### src/rtl/core/hrce_pkg.sv
// ----------------------------------------------------------------------------
// hrce_pkg
// Shared codes, widths and control structs of the range count estimator.
// ----------------------------------------------------------------------------
package hrce_pkg;

  localparam int CNT_W = 13;

  typedef logic [2:0] req_t;
  localparam req_t REQ_LOAD_X = 3'd0;
  localparam req_t REQ_LOAD_Y = 3'd1;
  localparam req_t REQ_ADD    = 3'd2;
  localparam req_t REQ_BUILD  = 3'd3;
  localparam req_t REQ_CLEAR  = 3'd4;
  localparam req_t REQ_QUERY  = 3'd5;

  typedef logic [1:0] status_t;
  localparam status_t ST_OK    = 2'd0;
  localparam status_t ST_INDEX = 2'd1;
  localparam status_t ST_PHASE = 2'd2;
  localparam status_t ST_CFG   = 2'd3;

  localparam logic CFG_COUNT_X = 1'b0;
  localparam logic CFG_COUNT_Y = 1'b1;

  typedef struct packed {
    logic    ld_x;
    logic    ld_y;
    logic    clr_start;
    logic    clr_wr;
    logic    srch_start;
    logic    srch_upd;
    logic    mul;
    logic    add_rd;
    logic    add_wr;
    logic    qa;
    logic    qb;
    logic    bld_start;
    logic    bld_rd;
    logic    bld_wr;
    logic    set_built;
    logic    clr_built;
    logic    res_load;
    logic    res_add;
    logic    res_query;
    status_t res_status;
  } cmd_t;

  typedef struct packed {
    logic cfg_ok;
    logic built;
    logic idx_bad;
    logic srch_done;
    logic sweep_last;
    logic bld_last;
  } stat_t;

endpackage

### src/rtl/core/hrce_ctrl.sv
// ----------------------------------------------------------------------------
// hrce_ctrl
// Request sequencer: decodes requests and steps search, query, add, build
// and clear sweeps in the datapath.
// ----------------------------------------------------------------------------
module hrce_ctrl (
  input  logic            clk,
  input  logic            rst,
  input  logic            start,
  input  hrce_pkg::req_t  req_type,
  input  hrce_pkg::stat_t stat,
  output hrce_pkg::cmd_t  cmd,
  output logic            busy,
  output logic            done
);

  typedef enum logic [14:0] {
    S_INIT    = 15'b000000000000001,
    S_IDLE    = 15'b000000000000010,
    S_CLR     = 15'b000000000000100,
    S_SRCH_RD = 15'b000000000001000,
    S_SRCH_UP = 15'b000000000010000,
    S_MUL     = 15'b000000000100000,
    S_ADD_RD  = 15'b000000001000000,
    S_ADD_WR  = 15'b000000010000000,
    S_QA      = 15'b000000100000000,
    S_QB      = 15'b000001000000000,
    S_QC      = 15'b000010000000000,
    S_BLD_RD  = 15'b000100000000000,
    S_BLD_WR  = 15'b001000000000000,
    S_SPARE0  = 15'b010000000000000,
    S_SPARE1  = 15'b100000000000000
  } state_t;

  state_t         state, state_next;
  hrce_pkg::req_t req_q;

  assign busy = (state != S_IDLE);

  always_comb begin
    state_next = state;
    cmd = '0;
    unique case (state)
      S_INIT: begin
        cmd.clr_wr = 1'b1;
        if (stat.sweep_last) state_next = S_IDLE;
      end
      S_IDLE: begin
        if (start) begin
          unique case (req_type) inside
            hrce_pkg::REQ_LOAD_X, hrce_pkg::REQ_LOAD_Y: begin
              cmd.res_load = 1'b1;
              if (stat.idx_bad) cmd.res_status = hrce_pkg::ST_INDEX;
              else if (req_type == hrce_pkg::REQ_LOAD_X) cmd.ld_x = 1'b1;
              else cmd.ld_y = 1'b1;
            end
            hrce_pkg::REQ_CLEAR: begin
              cmd.clr_start = 1'b1;
              state_next = S_CLR;
            end
            hrce_pkg::REQ_ADD, hrce_pkg::REQ_BUILD, hrce_pkg::REQ_QUERY: begin
              if (!stat.cfg_ok) begin
                cmd.res_load = 1'b1;
                cmd.res_status = hrce_pkg::ST_CFG;
              end else if ((req_type == hrce_pkg::REQ_QUERY) != stat.built) begin
                cmd.res_load = 1'b1;
                cmd.res_status = hrce_pkg::ST_PHASE;
              end else if (req_type == hrce_pkg::REQ_BUILD) begin
                cmd.bld_start = 1'b1;
                state_next = S_BLD_RD;
              end else begin
                cmd.srch_start = 1'b1;
                state_next = S_SRCH_RD;
              end
            end
            default: cmd.res_load = 1'b1;
          endcase
        end
      end
      S_CLR: begin
        cmd.clr_wr = 1'b1;
        if (stat.sweep_last) begin
          cmd.clr_built = 1'b1;
          cmd.res_load = 1'b1;
          state_next = S_IDLE;
        end
      end
      S_SRCH_RD: state_next = stat.srch_done ? S_MUL : S_SRCH_UP;
      S_SRCH_UP: begin
        cmd.srch_upd = 1'b1;
        state_next = S_SRCH_RD;
      end
      S_MUL: begin
        cmd.mul = 1'b1;
        state_next = (req_q == hrce_pkg::REQ_ADD) ? S_ADD_RD : S_QA;
      end
      S_ADD_RD: begin
        cmd.add_rd = 1'b1;
        state_next = S_ADD_WR;
      end
      S_ADD_WR: begin
        cmd.add_wr = 1'b1;
        cmd.res_load = 1'b1;
        cmd.res_add = 1'b1;
        state_next = S_IDLE;
      end
      S_QA: begin
        cmd.qa = 1'b1;
        state_next = S_QB;
      end
      S_QB: begin
        cmd.qb = 1'b1;
        state_next = S_QC;
      end
      S_QC: begin
        cmd.res_load = 1'b1;
        cmd.res_query = 1'b1;
        state_next = S_IDLE;
      end
      S_BLD_RD: begin
        cmd.bld_rd = 1'b1;
        state_next = S_BLD_WR;
      end
      S_BLD_WR: begin
        cmd.bld_wr = 1'b1;
        if (stat.bld_last) begin
          cmd.set_built = 1'b1;
          cmd.res_load = 1'b1;
          state_next = S_IDLE;
        end else begin
          state_next = S_BLD_RD;
        end
      end
      default: state_next = S_IDLE;
    endcase
  end

  always_ff @(posedge clk) begin
    if (rst) begin
      state <= S_INIT;
      done <= 1'b0;
    end else begin
      state <= state_next;
      done <= cmd.res_load;
    end
  end

  always_ff @(posedge clk) begin
    if (start && !busy) req_q <= req_type;
  end

endmodule

### config.mk
export PLATFORM = sky130hd
export DESIGN_NAME = hrce_ctrl
export DESIGN_NICKNAME = d
export VERILOG_FILES = /design/src/rtl/core/hrce_pkg.sv /design/src/rtl/core/hrce_ctrl.sv
export SDC_FILE = /design/constraint.sdc
export NUM_CORES = 1
export LEC_CHECK = 0
export ABC_AREA = 1
export BUFFER_PORTS_ARGS = -buffer_cell sky130_fd_sc_hd__buf_2
export CORE_UTILIZATION = 45
export CTS_CLUSTER_DIAMETER = 30
export DETAILED_ROUTE_END_ITERATION = 16
export PLACE_DENSITY = 0.74
export SYNTH_ARGS = -nofsm -noshare
export SYNTH_HDL_FRONTEND = slang
export SYNTH_SLANG_ARGS = --single-unit
### constraint.sdc
create_clock -name clk -period 1.5 [get_ports clk]
set_clock_uncertainty 0.2 [all_clocks]
set_input_delay 0.15 -clock clk [delete_from_list [all_inputs] [get_ports clk]]
set_output_delay 0.15 -clock clk [all_outputs]
set_load 0.01 [all_outputs]
==> summary.txt, run 1 <==
Clock network
  • CTS root buf: clkbuf_4
  • Worst-case clock buffer depth: 2
  • H-tree levels: 1
  • CTS sink count: 17
  • CTS Buf Count: 3

Placed design
  • Buffers on Ports: 34
  • Placed wire-length estimate: 2.55 mm
  • Worst slack, placed: -0.208 ns
  • Final estimated routing congestion in global placement: 0.827

Yosys
  • Post-synth EDFFs: 3
  • Yosys reg bits: 17
  • Area of the mapped netlist: 0.00121 mm^2
  • Most common cell in the synthesized netlist: inv_1
  • Synthesized Nets: 206
  • Yosys top cell area share: 0.232
  • Seq/Total Area, Yosys: 0.306
  • Commonest cells in the netlist: inv_1 (47), nand2_1 (44), nor2_1 (27), nand3_1 (21), dfxtp_1 (14)
  • Synth cell types: 29
  • Syn Inst Count: 194
  • Mean post-synth cell area: 6.24 um^2
  • Top FF cell, synth: dfxtp_1
  • Area leader, netlist: dfxtp_1
  • Asr flop ratio synth: 0
  • Top post-synthesis cells by area: dfxtp_1 (23%), inv_1 (15%), nand2_1 (14%)
  • Synth warn: 0

Die
  • Rows: 18
  • Die Height: 53.9 um
  • Total I/O pin count: 35
  • Initial core utilization: 0.484
  • Die extent in x: 53.9 um

Status
  • Status: aborted with a tool error
  • Last stage reached: global routing (5_1_grt)
  • Run Error: [ERROR DPL-0038] Utilization greater than 100%, impossible to legalize

STA
  • Kind of the worst endpoint: output port
  • Crit. endpoint post-GRT repair: cmd[19]

GRT
  • Largest net degree at the start of global routing: 15
[stage by stage]
stage	std cells	cell area (um^2)	TNS [ns]
2_1_floorplan	194	1260	-0.641
3_5_place_dp	293	1730	-3.57
3_3_place_gp	293	1730	-2.50
4_1_cts	328	2290	-10.95
[cell families after synthesis]
family	synth area share
buf+inv	0.175
simple gates	0.483
compound gates	0.0362
flops	0.306
[what timing repair did]
action,in CTS
hold endpoints to repair,6
hold buffers,5
gates resized for setup,79
buffers inserted,28
setup endpoints to repair,39
pin swaps,27
==> run 2, diff against run 1 <==
--- a/config.mk
+++ b/config.mk
@@ -7,10 +7,9 @@
 export LEC_CHECK = 0
 export ABC_AREA = 1
 export BUFFER_PORTS_ARGS = -buffer_cell sky130_fd_sc_hd__buf_2
-export CORE_UTILIZATION = 45
-export CTS_CLUSTER_DIAMETER = 30
+export CORE_UTILIZATION = 30
 export DETAILED_ROUTE_END_ITERATION = 16
-export PLACE_DENSITY = 0.74
+export PLACE_DENSITY_LB_ADDON = 0.15
 export SYNTH_ARGS = -nofsm -noshare
 export SYNTH_HDL_FRONTEND = slang
 export SYNTH_SLANG_ARGS = --single-unit
==> constraint.sdc (replaced) <==
create_clock -name clk -period 1.95 [get_ports clk]
set_clock_uncertainty 0.2 [all_clocks]
set_input_delay 0.195 -clock clk [delete_from_list [all_inputs] [get_ports clk]]
set_output_delay 0.195 -clock clk [all_outputs]
set_load 0.01 [all_outputs]
==> run 2 against run 1 <==
Against the previous run:
- the flow now finishes, with violations (setup timing)
- synthesized cell count is the same
- synthesized area is the same
==> summary.txt, run 2 <==
Die
  • Die Height: 65.5 um (+22%)
  • DIE AREA: 0.00429 mm^2
  • Rows: 22 (+4)
  • Total I/O pin count: 35 (unchanged)
  • Initial core utilization: 0.321 (-0.163)
  • Core Footprint: 0.00377 mm^2
  • Die extent in x: 65.5 um (+22%)

GRT
  • First-pass GRT wire length: 5.28 mm
  • Vias in the first global route: 1,212
  • GR Util All Layers: 0.159
  • Largest net degree at the start of global routing: 15
  • Initial antenna violation count: 0
  • Gr ovfl total: 0

Critical path
  • Startpoint types: flop
  • FF-to-FF setup slack: 0.20 ns
  • Kind of critical path: flop to output port
  • RR Startpoint: state[9]
  • CP Capture Point: cmd[4]
  • Crit path max fanout: 3
  • Crit path from: state[9]
  • Worst EP required: 1.55 ns
  • Data arrival, critical path: 1.57 ns
  • CP endpoint kind: output port
  • Reg2reg path depth: 11
  • Worst r2r dst: state[0]

Power
  • Total power: 0.000906 W
  • Gate power share: 0.278
  • Switch Pwr: 0.000290 W
  • Register share of total power: 0.428
  • Leak pwr: 0.993 nW
  • PD cells: 529 mW/mm^2
  • Sw Ratio: 0.320
  • Internal Power: 0.000616 W
  • Worst vdd ir: 0.000384 V
  • Clock power share: 0.294

Clock network
  • Worst-Skew Late Latency: 0.25 ns
  • CTS tree: done
  • Worst-case clock buffer depth: 2 (unchanged)
  • CTS Buf Count: 3 (unchanged)
  • CTS sink count: 17 (unchanged)
  • H-tree levels: 1 (unchanged)
  • CTS root buf: clkbuf_8
  • Clk slew on worst S/H paths: 0.07 ns

STA
  • Worst setup margin: -0.0153 ns
  • Crit share post-route: 1.01
  • Slew Viols, Final: 0
  • RSZ-0062 raised after global routing: yes
  • Setup tns final: -0.0153 ns
  • Final setup vio count: 1
  • Hold Fails Final Rpt: 0
  • Worst slew pin tran: 0.476 ns
  • Fmax: 509 MHz
  • Max_slew headroom: 0.682
  • Post-layout minimum cycle time: 1.97 ns
  • Min Hold Slack: 0.0887 ns

Status
  • Failing checks: setup timing
  • Status: finished, violations left

Layout
  • Most frequent cells in the layout: inv_1 (43), nand2_1 (38), buf_2 (34), nor2_1 (20), nand3_1 (20)
  • Regs by FF count: state (13), req_q (3), done (1)
  • Area Overhead vs Synth: 41.5%
  • Max reg flops: 13
  • Layout cells sized above 1: 0.399
  • Nets: 261
  • Final Instance Count excl. Fillers: 296
  • Top reg by flops: state
  • Most common cell after layout, fill and taps aside: inv_1
  • Fill cells: 422
  • # diodes: 0

Route
  • DRT iter0 DRCs: 53
  • Mean routed wirelength per cell: 11.0 um
  • Vias per inst: 4.45
  • Residual DRC: 0
  • Drt total wl: 3.24 mm
  • Vias: 1,318
  • First-pass detailed-route iteration total: 4
  • Antenna violation net count after detailed routing: 0

Hold path
  • Hold path depth: 4
  • Min-Delay Path Class: primary input to flop

Job
  • Max-cap violations: 0

Yosys
  • Commonest cells in the netlist: inv_1 (47), nand2_1 (44), nor2_1 (27), nand3_1 (21), dfxtp_1 (14)
  • Top FF cell, synth: dfxtp_1
  • Asr flop ratio synth: 0 (unchanged)
  • Syn Inst Count: 194 (unchanged)
  • Synthesized Nets: 206 (unchanged)
  • Post-synth EDFFs: 3 (unchanged)
  • Area leader, netlist: dfxtp_1
  • Synth warn: 0 (unchanged)
  • Synth cell types: 29 (unchanged)
  • Seq/Total Area, Yosys: 0.306 (unchanged)
  • Yosys reg bits: 17 (unchanged)
  • Most common cell in the synthesized netlist: inv_1
  • Area of the mapped netlist: 0.00121 mm^2 (unchanged)
  • Top post-synthesis cells by area: dfxtp_1 (23%), inv_1 (15%), nand2_1 (14%)
  • Mean post-synth cell area: 6.24 um^2 (unchanged)
  • Yosys top cell area share: 0.232 (unchanged)

Placed design
  • Buffers on Ports: 34 (unchanged)
  • Placed wire-length estimate: 2.35 mm (-7.8%)
  • Placed Cells: 277 (-5.5%)
  • Worst slack, placed: 0.160 ns (+0.368 ns)
  • Final estimated routing congestion in global placement: 0.835 (+1.1%)
run 2: layer usage:
layer,GRT usage,wire [um],up-vias,part of all wire
li1,-,-,708,-
met1,0.204,1520,581,0.47
met2,0.276,1600,27,0.49
met3,0.0278,110,2,0.034
met4,0.0326,13,0,0.0040
met5,0,0,-,0
run 2: worst min path at each step:
stage / start / end
after floorplan: req_type[0] / req_q[0]
after CTS: stat[0] / state[11]
after detailed placement: req_type[0] / req_q[0]
after global routing: stat[0] / state[11]
after global placement: req_type[1] / req_q[1]
final: stat[0] / state[11]
run 2: through the flow:
stage,area (um^2),util
6_report,1710,0.454
3_5_place_dp,1450,0.384
4_1_cts,1620,0.430
5_1_grt,1710,0.454
2_1_floorplan,1210,-
3_3_place_gp,1450,0.384
run 2: repair_timing:
item / 4_1_cts / 5_1_grt
endpoints found under the hold margin: 4 / 0
setup endpoints to repair: 8 / 15
pin swaps: 6 / 15
gates resized for setup: 12 / 25
hold buffers: 4 / 0
setup buffers: 7 / 4
run 2: critical path: stages (launching register included):
cell	delay, ns
dfxtp_2	0.34
nor2_4	0.14
buf_4	0.13
buf_4	0.10
nand4_1	0.10
o22ai_1	0.21
inv_1	0.07
nand4_2	0.10
buf_2	0.14
run 2: final cells by class:
class	instances	area [um^2]	share of cell area
inverter	50	190	0.111
timing repair buffer	53	323	0.189
clock buffer	4	45.0	0.0263
multi-input combinational	124	712	0.416
sequential	17	382	0.223
tap	48	60.1	0.0351
run 2: power by group through the flow:
stage,combinational (W),clock [W],sequential (W)
2_1_floorplan,0.000148,0,0.000386
3_3_place_gp,0.000215,0,0.000387
3_5_place_dp,0.000211,0,0.000387
4_1_cts,0.000228,0.000268,0.000379
5_1_grt,0.000282,0.000287,0.000390
6_report,0.000252,0.000266,0.000388
run 2: cell families after synthesis:
kind of cell,synth area share
simple gates,0.483
flops,0.306
buf+inv,0.175
compound gates,0.0362
Note: power is estimated with default switching activity, not from simulation.
